## src/design/bhmf_pkg.sv

```systemverilog
// Shared types, constants and the gray-level function for the black hole median fill.
// No dependencies; every other file in the design takes names from here.
`timescale 1ns / 1ps

package bhmf_pkg;

    // Configuration register indexes
    localparam logic REG_IMAGE_WIDTH  = 1'b0;
    localparam logic REG_IMAGE_HEIGHT = 1'b1;

    localparam logic [11:0] IMAGE_WIDTH_RESET  = 12'd640;
    localparam logic [15:0] IMAGE_HEIGHT_RESET = 16'd480;

    // Gray weights, Q14, with rounding
    localparam logic [21:0] GRAY_COEF_B = 22'd1868;
    localparam logic [21:0] GRAY_COEF_G = 22'd9617;
    localparam logic [21:0] GRAY_COEF_R = 22'd4899;
    localparam logic [21:0] GRAY_ROUND  = 22'd8192;

    localparam int QUEUE_DEPTH = 4;

    typedef logic [23:0] pixel_t;   // blue [7:0], green [15:8], red [23:16]

    // One classified pixel on its way from the front to the back end
    typedef struct packed {
        pixel_t     cur;
        pixel_t     ul;
        pixel_t     up;
        pixel_t     lf;
        logic [7:0] g_ul;
        logic [7:0] g_up;
        logic [7:0] g_lf;
        logic       fill;   // interior pixel with zero gray
        logic       last;   // last pixel of the frame
    } item_t;

    function automatic logic [7:0] gray_of(input pixel_t px);
        logic [21:0] sum;
        sum = GRAY_COEF_B * {14'd0, px[7:0]}
            + GRAY_COEF_G * {14'd0, px[15:8]}
            + GRAY_COEF_R * {14'd0, px[23:16]}
            + GRAY_ROUND;
        return sum[21:14];
    endfunction

endpackage

```

## src/design/bhmf_back.sv

```systemverilog
// Back end: stable-rank median pick among nonzero-gray neighbours, output register.
// Uses bhmf_pkg; takes items from bhmf_queue.
`timescale 1ns / 1ps

module bhmf_back (
    input  logic            aclk,
    input  logic            aresetn,
    input  logic            pop_valid,
    output logic            pop_ready,
    input  bhmf_pkg::item_t pop_item,
    output logic            out_valid,
    input  logic            out_ready,
    output bhmf_pkg::pixel_t out_pixel,
    output logic            out_filled,
    output logic            out_last
);

    logic             valid_reg;
    bhmf_pkg::pixel_t pixel_reg;
    logic             filled_reg, last_reg;

    bhmf_pkg::pixel_t nb   [3];
    logic [7:0]       gr   [3];
    logic [2:0]       cand;
    logic [1:0]       rank [3];
    logic [1:0]       n_cand, target;
    bhmf_pkg::pixel_t pick;
    logic             hit, pop;

    assign pop_ready = !valid_reg || out_ready;
    assign pop       = pop_valid && pop_ready;

    always_comb begin
        nb[0] = pop_item.ul;   gr[0] = pop_item.g_ul;
        nb[1] = pop_item.up;   gr[1] = pop_item.g_up;
        nb[2] = pop_item.lf;   gr[2] = pop_item.g_lf;
        for (int i = 0; i < 3; i++) begin
            cand[i] = gr[i] != 8'd0;
        end
        n_cand = 2'($countones(cand));
        target = n_cand >> 1;
        // position in the gray order, ties broken by scan order
        for (int i = 0; i < 3; i++) begin
            rank[i] = 2'd0;
            for (int j = 0; j < 3; j++) begin
                if (cand[j] && j != i
                    && ((gr[j] < gr[i]) || ((gr[j] == gr[i]) && (j < i)))) begin
                    rank[i] = rank[i] + 2'd1;
                end
            end
        end
        pick = pop_item.cur;
        hit  = 1'b0;
        for (int i = 0; i < 3; i++) begin
            if (cand[i] && rank[i] == target) begin
                pick = nb[i];
                hit  = 1'b1;
            end
        end
    end

    always_ff @(posedge aclk) begin
        if (!aresetn) begin
            valid_reg <= 1'b0;
        end else if (pop) begin
            valid_reg <= 1'b1;
        end else if (out_ready) begin
            valid_reg <= 1'b0;
        end
    end

    always_ff @(posedge aclk) begin
        if (pop) begin
            pixel_reg  <= (pop_item.fill && hit) ? pick : pop_item.cur;
            filled_reg <= pop_item.fill && hit;
            last_reg   <= pop_item.last;
        end
    end

    assign out_valid  = valid_reg;
    assign out_pixel  = pixel_reg;
    assign out_filled = filled_reg;
    assign out_last   = last_reg;

    a_fill_nonzero: assert property (@(posedge aclk) disable iff (!aresetn)
        valid_reg && filled_reg |-> bhmf_pkg::gray_of(pixel_reg) != 8'd0)
        else $error("filled pixel copied from a black neighbour");

    a_pass_through: assert property (@(posedge aclk) disable iff (!aresetn)
        pop && !pop_item.fill |=> pixel_reg == $past(pop_item.cur) && !filled_reg)
        else $error("unfilled pixel altered");

endmodule
```

## config.mk

```make
export PLATFORM = sky130hd
export DESIGN_NAME = bhmf_back
export DESIGN_NICKNAME = d
export VERILOG_FILES = /design/src/design/bhmf_pkg.sv /design/src/design/bhmf_back.sv
export SDC_FILE = /design/constraint.sdc
export NUM_CORES = 1
export LEC_CHECK = 0
export BUFFER_PORTS_ARGS = -buffer_cell sky130_fd_sc_hd__buf_4
export CORE_ASPECT_RATIO = 0.7
export CORE_MARGIN = 3
export CORE_UTILIZATION = 40
export DETAILED_ROUTE_END_ITERATION = 7
export PLACE_DENSITY = 0.74
export SLEW_MARGIN = 15
export SYNTH_ARGS = -nofsm -noshare
export SYNTH_HDL_FRONTEND = slang
export SYNTH_SLANG_ARGS = --single-unit
```

## constraint.sdc

```tcl
create_clock -name aclk -period 7.45 [get_ports aclk]
set_clock_uncertainty 0.2 [all_clocks]
set_input_delay 0.3725 -clock aclk [delete_from_list [all_inputs] [get_ports aclk]]
set_output_delay 0.3725 -clock aclk [all_outputs]
set_load 0.005 [all_outputs]
```

=== After elaboration in Yosys (flattened, before gate mapping) ===
Index checks and enable logic that the tools add are counted.

* Add/subtract/negate cells: 5
* Order comparisons: 6
* Eq/ne operators: 6
* Muxes and demuxes: 15
* Reductions and logical operators: 20

{| class="wikitable"
|+ Operators with widths
! kind !! count
|-
| $mux W24 || 4
|-
| $lt A8 B8 Y1 || 6
|-
| $eq A8 B8 Y1 || 3
|-
| $reduce_bool A8 Y1 || 3
|-
| $logic_and A1 B1 Y1 || 11
|-
| $mux W1 || 8
|-
| $add A1 B1 Y2 const B || 3
|-
| $eq A2 B1 Y1 || 3
|-
| $mux W2 || 3
|-
| $logic_or A1 B1 Y1 || 4
|-
| $add A1 B1 Y2 || 1
|-
| $add A2 B1 Y2 || 1
|-
| $reduce_bool A2 Y1 || 1
|-
| $logic_not A1 Y1 || 1
|}

* Register bits: 27
* Output and inout port bits: 28
* Word-level logic and storage cells: 56

=== Logic depth before layout (Yosys ltp) ===
* Depth in word-level cells: 12
* Depth in mapped cells: 16
* Gate-level depth less buffers: 15

=== Worst setup path before layout ===
Ideal clock, no wire load.

* Path kind: input -> register
* Start: in pop_item[3] in the netlist's numbering
* End: reg pixel_reg[10], in the netlist out_pixel[10], data pin
* Library setup time: 0.263 ns
* Arrival time: 2.958 ns
* Path slack: 4.029 ns
* Stages: 16
* Buffers on the path: 2
* Cell sequence: inv_1 > ha_1 > nor2b_1 > o21a_1 > o21a_1 > o21ai_0 > nand3b_1 > and3_1 > ha_1 > nor3_1 > o22ai_1 > or2_2 > buf_2 > a31oi_4 > buf_6 > o32ai_2

* Cells in the longest elaborated chain, start to end: 11
* Elaborated cells on any way between the ends: 33

{| class="wikitable"
|+ RTL lines
! element !! RTL line !! RTL
|-
| from (decl) || bhmf_back.sv:10 || <nowiki>input bhmf_pkg::item_t pop_item,</nowiki>
|-
| $lt A8 B8 Y1 or $eq A8 B8 Y1 (tied branches) || bhmf_back.sv:47 || <nowiki>&& ((gr[j] < gr[i]) || ((gr[j] == gr[i]) && (j < i)))) begin</nowiki>
|-
| $logic_or A1 B1 Y1 || bhmf_back.sv:47 ||
|-
| $logic_and A1 B1 Y1 || bhmf_back.sv:47 ||
|-
| $mux W1 || bhmf_back.sv:46 || <nowiki>if (cand[j] && j != i</nowiki>
|-
| $add A1 B1 Y2 || bhmf_back.sv:48 || <nowiki>rank[i] = rank[i] + 2'd1;</nowiki>
|-
| $mux W2 || bhmf_back.sv:46 ||
|-
| $eq A2 B1 Y1 || bhmf_back.sv:55 || <nowiki>if (cand[i] && rank[i] == target) begin</nowiki>
|-
| $logic_and A1 B1 Y1 || bhmf_back.sv:55 ||
|-
| $mux W1 || bhmf_back.sv:55 ||
|-
| $logic_and A1 B1 Y1 || bhmf_back.sv:74 || <nowiki>pixel_reg <= (pop_item.fill && hit) ? pick : pop_item.cur;</nowiki>
|-
| $mux W24 * || bhmf_back.sv:74 ||
|-
| to (signal assigned) || bhmf_back.sv:74 ||
|-
| to (decl) || bhmf_back.sv:19 || <nowiki>bhmf_pkg::pixel_t pixel_reg;</nowiki>
|}

Every way passes the cells marked *; elsewhere a longest branch is shown, timed or not.
A chain may end at the register's enable or synchronous reset.

=== Final worst setup path ===
* Start: in pop_item[3] in the netlist's numbering
* End: reg pixel_reg[2], in the netlist out_pixel[2], data pin

Same word-level chain as after synthesis.

==> summary.md <==
| Metric | Value |
|---|---|
| Slew Limit Fails | 0 |
| Asr flop ratio synth | 0 |
| Synth Flop Type | edfxtp_1 |
| Resize count post-CTS | 0 |
| Post-route setup TNS | 0 ns |
| Power per cell area | 167.3 nW/um^2 |
| Number of remaining DRC errors | 0 |
| Initial DRC Count | 125 |
| Die area | 7885 um^2 |
| H-tree Lvls | 1 |
| Worst vdd ir | 0.08141 mV |
| TritonCTS Buffers | 3 |
| Num rows | 24 |
| Met3 WL | 734 um |
| EDFF count, synth | 26 |
| Initial antenna violation count | 0 |
| WL per Instance | 17.21 um |
| Largest net degree at the start of global routing | 27 |
| N_diodes | 0 |
| Final WL | 8895 um |
| Maximum fanout along the worst path | 25 |
| Placed cells | 513 |
| Hold crit path type | primary input to flip-flop |
| Synth Net Count | 435 |
| FF-to-FF path depth | 3 |
| Clock Latency Late Sink | 0.29 ns |
| Worst Tran Pin Value | 1.016 ns |
| Worst-path clk slew | 0.11 ns |
| Die span in y | 75.20 um |
| Overall Global Routing Usage | 0.2129 |
| Placed cell area | 3882 um^2 |
| Hold Fails Final Rpt | 0 |
| R2R setup slack | 5.99 ns |
| Layout cells sized above 1 | 0.4906 |
| Max Freq | 237.0 MHz |
| RSZ-0062 raised after global routing | no |
| Final Non-Filler Cells | 517 |
| CTS tree | yes |
| Mean Syn Cell Area | 9.738 um^2 |
| Chip width | 104.9 um |
| Metal1 wirelength | 3845 um |
| Vias in the first global route | 2,737 |
| Hold path cells | 1 |
| Outcome | complete, no violations |
| DRT Pass-1 Iters | 4 |
| Worst EP arrival | 4.00 ns |
| Slew HR | 0.3226 |
| Top Metal Used | met4 |
| Starting Density | 0.4258 |
| P_leak | 1.845 nW |
| Final Wtd Congestion | 0.8823 |
| Core Area | 6426 um^2 |
| Required arrival time at the worst endpoint | 7.23 ns |
| Vias per std cell | 5.253 |
| CTS max path bufs | 2 |
| Commonest non-fill, non-tap cell in the layout | buf_4 |
| Post-CTS Setup Bufs | 0 |
| CP Class | primary input to flip-flop |
| Final worst path period need | 4.220 ns |
| Final instance area | 3931 um^2 |
| Setup violations, final | 0 |
| IO Pins | 154 |
| IO Port Bufs | 153 |
| Synth-to-layout area growth | 43.67% |
| Max Cap Viol | 0 |
| Total gr overflow | 0 |
| Netlist Area Pre-Place | 2736 um^2 |
| Sink Count | 27 |
| Antenna Violating Nets Remaining | 0 |
| Startpoint types | primary input |
| NumNets Final | 581 |
| Synthesis Warnings | 0 |
| Most frequent cells in the layout | 155 x buf_4, 47 x inv_1, 31 x a21oi_1 |
| Fin crit share | 0.5665 |
| Met2 wire length | 4251 um |
| Yosys reg bits | 27 |
| Detailed-placement wirelength estimate | 7150 um |
| Seq/Total Area, Yosys | 0.2926 |
| CP endpoint kind | flip-flop |
| Hold buffers post-CTS | 0 |
| Vias | 2,716 |
| Clk root buf | clkbuf_8 |
| Post-Synthesis Cells | 281 |
| Synth cell types | 40 |
| First-pass GRT wire length | 13,420 um |
-- cell type report --
type                       count  area, um^2
sequential                    27       800.8
clock buffer                   3       41.29
inverter                      47       176.4
clock inverter                 1       7.507
multi-input combinational    193        1628
fill                         597        2495
tap                           91       113.9
timing repair buffer         155        1164
-- worst max-delay path, stage by stage --
cell and delay, ns:
buf_4 0.11, inv_1 0.08, ha_1 0.24, nor2b_1 0.14, o21a_1 0.16, o21a_1 0.15, o21ai_0 0.17, nand3b_1 0.12
and3_1 0.19, ha_1 0.29, nor3_1 0.14, o22ai_1 0.10, or2_2 0.57, a31oi_4 0.93, o32ai_1 0.23
-- metrics by stage --
stage / setup slack (ns) / utilization / hold slack (ns) / power [mW]
global placement: 3.012 / 0.6042 / 0.3173 / 0.5621
finish: 3.230 / 0.6118 / 0.05531 / 0.6576
floorplan: 4.029 / - / 0.2714 / 0.4579
global route: 2.932 / 0.6118 / 0.04742 / 0.6991
detailed placement: 2.907 / 0.6042 / 0.3471 / 0.5716
CTS: 3.199 / 0.6118 / 0.05413 / 0.6609
-- logic make-up after synthesis --
kind of cell | count (synthesis) | synth area share
DFF | 27 | 0.2926
adders and majority gates | 28 | 0.1280
AOI/OAI and AO/OA | 79 | 0.2638
buffers and inverters | 61 | 0.1125
and+or+nand+nor | 86 | 0.2030
-- metal layers --
metal / global-route usage / up-vias
met5: 0 / -
met4: 0.04658 / 0
met3: 0.04713 / 6
met2: 0.3760 / 114
met1: 0.2726 / 1271
li1: - / 1325
-- final timing paths --
kind | endpoint | startpoint
worst max-delay path | out_pixel[2] | pop_item[3]
worst min-delay path | out_last | pop_item[0]
worst max register to register | out_pixel[3] | out_valid
worst min register to register | out_valid | out_valid
-- cell usage after synthesis, types with 2 or more instances --
| library cell | number | area [um^2] |
|---|---|---|
| o21ai_0 | 3 | 15.01 |
| nand3_1 | 3 | 15.01 |
| a22oi_1 | 3 | 22.52 |
| nor3_2 | 20 | 200.2 |
| inv_1 | 47 | 176.4 |
| nor2b_1 | 3 | 18.77 |
| buf_2 | 7 | 35.03 |
| nand4_1 | 3 | 18.77 |
| o21a_1 | 7 | 52.55 |
| nor4_1 | 4 | 25.02 |
| buf_6 | 5 | 56.30 |
| nor3_1 | 6 | 30.03 |
| nand3b_1 | 3 | 22.52 |
| buf_12 | 2 | 40.04 |
| o32ai_1 | 4 | 35.03 |
| ha_1 | 28 | 350.3 |
| or4_4 | 2 | 22.52 |
| o32ai_2 | 20 | 325.3 |
| a21o_1 | 3 | 22.52 |
| a21oi_1 | 31 | 155.2 |
| edfxtp_1 | 26 | 780.8 |
| and3_1 | 2 | 12.51 |
| and2_1 | 3 | 18.77 |
| nor2_1 | 30 | 112.6 |
-- registers in the layout (all words and copies together) (netlist names) --
name,cells
out_filled,1
out_pixel,24
out_valid,1
out_last,1
-- power by group --
part | leakage [nW] | internal, mW | switching (mW)
Combinational | 1.56 | 0.168 | 0.187
Sequential | 0.260 | 0.204 | 0.00737
Clock | 0.0217 | 0.0381 | 0.0526
Note: power is estimated with default switching activity, not from simulation.
