[src/design/bhmf_pkg.sv]
// Shared types, constants and the gray-level function for the black hole median fill.
// No dependencies; every other file in the design takes names from here.
`timescale 1ns / 1ps

package bhmf_pkg;

    // Configuration register indexes
    localparam logic REG_IMAGE_WIDTH  = 1'b0;
    localparam logic REG_IMAGE_HEIGHT = 1'b1;

    localparam logic [11:0] IMAGE_WIDTH_RESET  = 12'd640;
    localparam logic [15:0] IMAGE_HEIGHT_RESET = 16'd480;

    // Gray weights, Q14, with rounding
    localparam logic [21:0] GRAY_COEF_B = 22'd1868;
    localparam logic [21:0] GRAY_COEF_G = 22'd9617;
    localparam logic [21:0] GRAY_COEF_R = 22'd4899;
    localparam logic [21:0] GRAY_ROUND  = 22'd8192;

    localparam int QUEUE_DEPTH = 4;

    typedef logic [23:0] pixel_t;   // blue [7:0], green [15:8], red [23:16]

    // One classified pixel on its way from the front to the back end
    typedef struct packed {
        pixel_t     cur;
        pixel_t     ul;
        pixel_t     up;
        pixel_t     lf;
        logic [7:0] g_ul;
        logic [7:0] g_up;
        logic [7:0] g_lf;
        logic       fill;   // interior pixel with zero gray
        logic       last;   // last pixel of the frame
    } item_t;

    function automatic logic [7:0] gray_of(input pixel_t px);
        logic [21:0] sum;
        sum = GRAY_COEF_B * {14'd0, px[7:0]}
            + GRAY_COEF_G * {14'd0, px[15:8]}
            + GRAY_COEF_R * {14'd0, px[23:16]}
            + GRAY_ROUND;
        return sum[21:14];
    endfunction

endpackage

[src/design/bhmf_queue.sv]
// Short register queue decoupling the front end from the fill back end.
// Uses bhmf_pkg for the item type and depth.
`timescale 1ns / 1ps

module bhmf_queue (
    input  logic            aclk,
    input  logic            aresetn,
    input  logic            push_valid,
    output logic            push_ready,
    input  bhmf_pkg::item_t push_item,
    output logic            pop_valid,
    input  logic            pop_ready,
    output bhmf_pkg::item_t pop_item
);

    localparam int PW = $clog2(bhmf_pkg::QUEUE_DEPTH);

    bhmf_pkg::item_t slot_reg [bhmf_pkg::QUEUE_DEPTH];
    logic [PW-1:0]   wr_ptr_reg, rd_ptr_reg;
    logic [PW:0]     count_reg, count_next;
    logic            push, pop;

    assign push_ready = count_reg != (PW+1)'(bhmf_pkg::QUEUE_DEPTH);
    assign pop_valid  = count_reg != '0;
    assign pop_item   = slot_reg[rd_ptr_reg];
    assign push       = push_valid && push_ready;
    assign pop        = pop_valid && pop_ready;

    always_comb begin
        count_next = count_reg;
        if (push && !pop) begin
            count_next = count_reg + (PW+1)'(1);
        end else if (pop && !push) begin
            count_next = count_reg - (PW+1)'(1);
        end
    end

    always_ff @(posedge aclk) begin
        if (!aresetn) begin
            wr_ptr_reg <= '0;
            rd_ptr_reg <= '0;
            count_reg  <= '0;
        end else begin
            if (push) begin
                wr_ptr_reg <= wr_ptr_reg + PW'(1);
            end
            if (pop) begin
                rd_ptr_reg <= rd_ptr_reg + PW'(1);
            end
            count_reg <= count_next;
        end
    end

    always_ff @(posedge aclk) begin
        if (push) begin
            slot_reg[wr_ptr_reg] <= push_item;
        end
    end

    a_count_bound: assert property (@(posedge aclk) disable iff (!aresetn)
        count_reg <= (PW+1)'(bhmf_pkg::QUEUE_DEPTH))
        else $error("queue count beyond depth");

    a_ptr_gap: assert property (@(posedge aclk) disable iff (!aresetn)
        wr_ptr_reg - rd_ptr_reg == count_reg[PW-1:0])
        else $error("queue pointers disagree with count");

endmodule

[config.mk]
export PLATFORM = sky130hd
export DESIGN_NAME = bhmf_queue
export DESIGN_NICKNAME = d
export VERILOG_FILES = /design/src/design/bhmf_pkg.sv /design/src/design/bhmf_queue.sv
export SDC_FILE = /design/constraint.sdc
export NUM_CORES = 1
export LEC_CHECK = 0
export ABC_AREA = 1
export BUFFER_PORTS_ARGS = -buffer_cell sky130_fd_sc_hd__buf_2
export CORE_MARGIN = 2
export CORE_UTILIZATION = 30
export CTS_CLUSTER_DIAMETER = 80
export DETAILED_ROUTE_END_ITERATION = 6
export PLACE_DENSITY_LB_ADDON = 0.15
export SLEW_MARGIN = 20
export SYNTH_ARGS = -nofsm -noshare
export SYNTH_HDL_FRONTEND = slang
export SYNTH_SLANG_ARGS = --single-unit
[constraint.sdc]
create_clock -name aclk -period 10 [get_ports aclk]
set_clock_uncertainty 0.15 [all_clocks]
set_input_delay 1 -clock aclk [delete_from_list [all_inputs] [get_ports aclk]]
set_output_delay 1 -clock aclk [all_outputs]
set_load 0.02 [all_outputs]
### After elaboration in Yosys (flattened, before gate mapping)

Memories as Yosys holds them, arrays and structs flattened. A register that Yosys moved wholly into a read port is not among the register bits.
Index checks and enable logic that the tools add are counted.

| storage, ports and cells | value |
|---|---|
| input bits | 126 |
| register bits | 7 |
| memories kept | 1 |
| logic and storage cells | 23 |
| memory bits (writable) | 488 |

Memories:

| memory | depth | width | rd ports | clocked after Yosys merged registers in | wr ports | line | source |
|---|---|---|---|---|---|---|---|
| slot_reg | 4 | 122 | 1 | 1 | 1 | bhmf_queue.sv:18 | `bhmf_pkg::item_t slot_reg [bhmf_pkg::QUEUE_DEPTH];` |

| operators by class | value |
|---|---|
| reductions and logical operators | 8 |
| add/subtract/negate cells | 4 |
| multiplexer cells | 6 |
| equality and inequality tests | 1 |

Operators by type and width:

| operator | number |
|---|---|
| two-way mux 3 bit | 2 |
| adder 2 x 1 -> 2 bit (second input constant) | 2 |
| logical AND 1 bit | 4 |
| two-way mux 2 bit | 2 |
| adder 3 x 1 -> 3 bit (second input constant) | 1 |
| != test 3 bit (second input constant) | 1 |
| nonzero test 3 bit | 1 |
| subtractor 3 x 1 -> 3 bit (second input constant) | 1 |
| zero test 1 bit | 2 |
| two-way mux 1 bit | 2 |
| nonzero test 2 bit | 1 |

### Longest topological paths before layout

Gate-level depths: netlist of run 1.

| depth | value |
|---|---|
| depth in word-level cells | 6 |
| gate-level depth with buffers | 13 |
| gate-level depth less buffers | 13 |

### Least setup slack after synthesis of run 1

Ideal clock, no wire load.

| path | value |
|---|---|
| path type | input -> register |
| from | input port push_valid |
| to | memory slot_reg[0][0] in the netlist's numbering (enable) |
| stages on the path | 2 |
| data arrival time | 6.191 ns |
| data required time | 9.245 ns |
| library setup time | 0.605 ns |
| path slack | 3.054 ns |
| path through | nand2_1 > nor2_1 |

| between the ends | value |
|---|---|
| cells in the longest elaborated chain, start to end | 3 |

RTL lines:

| item | line | source |
|---|---|---|
| start, declared | bhmf_queue.sv:8 | `input logic push_valid,` |
| logical AND 1 bit | bhmf_queue.sv:26 | `assign push = push_valid && push_ready;` |
| two-way mux 1 bit | bhmf_queue.sv:55 | `if (push) begin` |
| two-way mux 1 bit (implied by the code) | bhmf_queue.sv:56 | `slot_reg[wr_ptr_reg] <= push_item;` |
| end, declared | bhmf_queue.sv:18 |  |

Every way passes these cells.

==> summary.txt, run 1 <==
Status - finished, final reports clean
Setup violators final - 0
Mapped Area - 18,500 µm²
Gr busiest metal - met2
FF-to-FF Start - count_reg[0]$_SDFFE_PN0P_
First-pass GRT wire length - 67.4 mm
CTS Buf Count - 56
Number of I/O pins - 250
CTS tree - yes
Least-Margin Pin Slew - 1110 ps
Layout net count - 1,620
Max Buffers Root-to-Sink - 3
Setup TNS - 0 ps
Initial core utilization - 30.5%
Chip width - 252 µm
Sequential area share after synthesis - 80.3%
Total leakage power - 7.63 nW
Worst EP required - 8850 ps
Reg2reg end - slot_reg[1][65]$_DFFE_PP_
Vias in the first global route - 10,900
Initial antenna violation count - 7
Post-Synth Adder-Cell Area - 0.447%
Die Area - 63,600 µm²
Pwr/cell area - 274 nW/µm²
Via count - 11,000
Largest net degree at the start of global routing - 123
DRC violation count after routing - 0
Flip-flop count of the largest register after layout - 488
Number of DRC markers in iteration 0 - 663
Grt total ovfl - 0
DP HPWL - 23.5 mm
Worst rel slew slack - 25.8%
#FFs+latches synth - 497
Finished Cell Area - 22,200 µm²
CTS H-tree lvls - 2
Top-count cell post-synth - edfxtp_1
Tot GR Track Use - 13.8%
RSZ-0062 raised after global routing - false
Synth Area in XOR/XNOR - 0.0474%
Final Max Slew Viols - 0
Final hold vios - 0
CP arrival - 3490 ps
Postcts setup bufs - 0
YS warnings - 0
Post-synthesis compound-gate area fraction - 10.9%
Post-Syn Instances - 1,247
Largest family of logic cells by synthesized area - compound AO/OA/AOI/OAI gates
Met3 usage - 3.95%
Clock Root Buffer - clkbuf_16
Cell taking the most area after synthesis - edfxtp_1
FF-to-FF setup slack - 7040 ps
GRT met2 Usage - 22.7%
HP Start - rd_ptr_reg[0]$_SDFFE_PN0P_
Area Overhead vs Synth - 20.4%
Synth Area in Simple Gates - 5.70%
Pre-CTS WS - 5890 ps
Fmax - 215 MHz
Ys flop type - edfxtp_1
WHS - 352 ps
Min cycle time layout - 4640 ps
# clock sinks - 497
Fillers - 5,841
Max VDD drop - 0.000168 V
Crit end category - output pin
Mean area per synthesized cell - 14.8 µm²
CORE AREA - 60,600 µm²
Wire per inst - 19.4 µm
Syn nets - 1,379
Final WL - 44.8 mm
Mux cell area share after synthesis - 0%
Asr flop ratio synth - 0%
Latest clock arrival within the worst-skew pair - 580 ps
Final ANT Viol Nets - 0
Clock Pin Slew Worst Setup and Hold Paths - 60 ps
M1 GR Usage - 17.8%
Multi-input gate area - 3180 µm²
GPL Wtd Cong - 0.710
CTS Hold Bufs - 0
Yosys cell types - 20
CP max FO - 122
Register area - 14,800 µm²
Layout cells sized above 1 - 22.6%
Reg2Reg Depth - 5
Standard-cell rows - 90
Post-layout worst setup margin - 5360 ps
Worst setup path class - flop to output pin
Synth cell count leaders - 488 x edfxtp_1, 258 x nor2_1, 205 x o21ai_0
Die Ht - 252 µm
Worst hold stages - 2
Drt pass-1 iters - 5
Number of synthesized flops with an enable pin - 488
Post-CTS Resized - 0
Post-place instance area - 20,400 µm²
Count of input and output buffers - 249
CP Launch Type - flop
Vias per cell - 4.74
Hold crit path type - flop to flop
Synth top area share - 79.4%
Maxcap violations - 0
Synth top area cells - edfxtp_1 79%, o21ai_0 5.6%, nor2_1 5.2%
Final period util - 46.4%
worst max-delay path: stages (launching register included):
cell,delay [ps]
dfxtp_4,790
buf_4,720
inv_6,550
o21ai_1,280
o22ai_1,110
buf_2,170
how the worst max path moves through the flow:
stage | to | startpoint | cells past startpoint
3_3_place_gp | pop_item[70] | flop | 5
4_1_cts | pop_item[56] | flop | 5
5_1_grt | pop_item[44] | flop | 5
3_5_place_dp | pop_item[56] | flop | 5
2_1_floorplan | slot_reg[0][0]$_DFFE_PP_ | push_valid | 2
6_report | pop_item[87] | flop | 5
report_power, final:
group	leakage [nW]	switching, mW	internal [mW]
sequential	4.55	0.0768	2.53
combinational	2.21	1.07	0.397
clock	0.875	0.797	1.22
metal layers:
layer | wire length, µm | vias up
met5 | 69 | -
met4 | 953 | 12
met3 | 2720 | 76
met2 | 21600 | 247
met1 | 19500 | 5441
li1 | - | 5192
cells in the final DEF (no fill, tap or decap), drive strengths merged:
cell type / instances
fa: 1
o21ai: 245
o22ai: 122
nand3b: 1
diode: 2
nand2: 15
xor2: 1
inv: 18
clkbuf: 70
a21oi: 3
bufinv: 7
edfxtp: 488
nor2: 258
buf: 262
nand3: 4
ha: 5
dfxtp: 9
clkinvlp: 2
clkinv: 18
stage by stage:
step	instances	utilization, %	total power [mW]
after floorplan	1247	-	3.63
final	2313	36.7	6.09
after detailed placement	2212	33.7	4.16
after global routing	2312	36.7	6.40
after global placement	2212	33.7	4.15
after CTS	2311	36.7	6.20
cells by family (layout without fill, tap and decap cells):
group / Yosys count / count (layout)
AOI/OAI and AO/OA: 370 / 370
xor gates and xnor gates: 1 / 1
adders and majority gates: 6 / 6
buffers and inverters: 95 / 377
DFF: 497 / 497
other: 0 / 2
and+or+nand+nor: 278 / 278
cell type report:
class / instances / share of cell area [%]
diodes: 2 / 0.0225
well taps: 782 / 4.40
clock buffers: 70 / 6.64
repair buffers: 262 / 6.10
inverters: 16 / 0.315
clock inverters: 29 / 1.47
flip-flops and latches: 497 / 66.8
multi-input cells: 655 / 14.3
Note: power is estimated with default switching activity, not from simulation.
==> run 2, diff against run 1 <==
==> constraint.sdc (replaced) <==
create_clock -name aclk -period 4 [get_ports aclk]
set_clock_uncertainty 0.15 [all_clocks]
set_input_delay 0.4 -clock aclk [delete_from_list [all_inputs] [get_ports aclk]]
set_output_delay 0.4 -clock aclk [all_outputs]
set_load 0.02 [all_outputs]
==> run 2 against run 1 <==
  * Sequential power grew 150%
  * First-iteration DRC count grew 1.5%
  * Power grew 140%
  * Clock power grew 120%
  * Critical path type unchanged
  * Core utilization grew 2.0 points
  * Critical path depth is the same
  * Sequential share of layout area shrank 3.5 points
  * Via count grew 3.1%
  * Cell count grew 5.6%
  * Register-to-register slack lost 5500 ps
==> summary.txt, run 2 (same netlist as run 1, synthesis figures left out) <==
Status - finished, final reports clean
Final WL - 44.6 mm
Setup TNS - 0 ps
Pwr Total - 14.9 mW
Worst hold stages - 2
Setup violators final - 0
Number of I/O pins - 250
Max VDD drop - 0.000530 V
Final Max Slew Viols - 0
Layout cells sized above 1 - 20.9%
CORE AREA - 60,600 µm²
Final period util - 75.6%
Number of DRC markers in iteration 0 - 673
Min cycle time layout - 3020 ps
Max incr delay on CP - 550 ps
Initial antenna violation count - 7
First-pass GRT wire length - 67.4 mm
Final ANT Viol Nets - 0
Post-place instance area - 20,600 µm²
CTS tree - yes
Grt total ovfl - 0
Total leakage power - 8.13 nW
Largest net degree at the start of global routing - 127
Count of input and output buffers - 249
Post-layout worst setup margin - 977 ps
Pwr/cell area - 633 nW/µm²
Drt pass-1 iters - 4
CTS H-tree lvls - 2
Slowest stage cell, crit path - inv_6
GPL Wtd Cong - 0.706
CP delay by family, top - buffers and inverters
Vias per cell - 4.63
CTS Buf Count - 53
Maxcap violations - 0
Wire per inst - 18.3 µm
Final hold vios - 0
Worst EP required - 3450 ps
Clock Pin Slew Worst Setup and Hold Paths - 60 ps
Crit end category - output pin
Die Area - 63,600 µm²
CP arrival - 2470 ps
Clock Root Buffer - clkbuf_16
Util after Layout - 38.7%
# clock sinks - 497
Finished Cell Area - 23,500 µm²
Worst setup path class - flop to output pin
Die Ht - 252 µm
Via count - 11,300
Reg2Reg Depth - 5
WP depth - 5
Pre-CTS WS - 1490 ps
RSZ-0062 raised after global routing - false
Standard-cell rows - 90
CP Launch Type - flop
FF-to-FF setup slack - 1590 ps
Vias in the first global route - 11,400
Fmax - 331 MHz
Area Overhead vs Synth - 27.0%
Worst rel slew slack - 29.2%
DP Cell Count - 2,220
Layout net count - 1,750
Least-Margin Pin Slew - 1060 ps
Worst path bufs/invs - 3
Fin cells - 2,443
Flip-flop count of the largest register after layout - 488
DP HPWL - 24.4 mm
Latest clock arrival within the worst-skew pair - 580 ps
Commonest non-fill, non-tap cell in the layout - edfxtp_1
Hold crit path type - flop to flop
WHS - 350 ps
DRC violation count after routing - 0
Tot GR Track Use - 13.7%
Max Buffers Root-to-Sink - 3
CP max FO - 91
Initial core utilization - 30.5%
Most frequent cells in the layout - 488 x edfxtp_1, 254 x nor2_1, 249 x buf_2, 205 x o21ai_0, 125 x dlygate4sd3_1
CP cell instances - inv_6 -> buf_4 -> o21ai_0 -> o22ai_1 -> buf_2
Chip width - 252 µm
-- run 2: final timing paths --
| kind | end | from |
|---|---|---|
| worst max-delay path | pop_item[3] | flop |
| worst min-delay path | rd_ptr_reg[0]$_SDFFE_PN0P_ | rd_ptr_reg[0]$_SDFFE_PN0P_ |
| worst max register to register | slot_reg[2][24]$_DFFE_PP_ | count_reg[0]$_SDFFE_PN0P_ |
| worst min register to register | rd_ptr_reg[0]$_SDFFE_PN0P_ | rd_ptr_reg[0]$_SDFFE_PN0P_ |
-- run 2: worst reg2reg max path, delay by kind of cell (launching register included) --
family,cells,cell delay (ps)
buffers and inverters,1,480
DFF,1,390
and+or+nand+nor,4,1030
-- run 2: repair_timing --
item / in CTS / in global routing
buffers inserted: 0 / 0
endpoints found under the hold margin: 496 / 0
gates resized for setup: 0 / 0
endpoints found under the setup margin: 0 / 0
hold buffers: 125 / 0
-- run 2: layer usage --
metal | up-vias | part of all wire (%) | wire (µm) | global-route usage [%]
met5 | - | 0.083 | 37 | 0
met4 | 6 | 1.6 | 733 | 3.62
met3 | 63 | 6.4 | 2850 | 4.10
met2 | 230 | 48 | 21300 | 23.1
met1 | 5556 | 44 | 19700 | 17.3
li1 | 5458 | - | - | -
-- run 2: power breakdown --
part,switching (mW),internal (mW),leakage [nW]
clock,1.91,2.55,0.767
sequential,0.128,6.33,4.55
combinational,2.77,1.16,2.82
-- run 2: area by class of cell --
type	count	area [µm²]
diodes	3	7.51
clock buffers	69	1390
clock inverters	26	174
fillers	5788	37100
inverters	16	70.1
multi-input cells	655	3180
flip-flops and latches	497	14800
well taps	782	978
repair buffers	395	2820
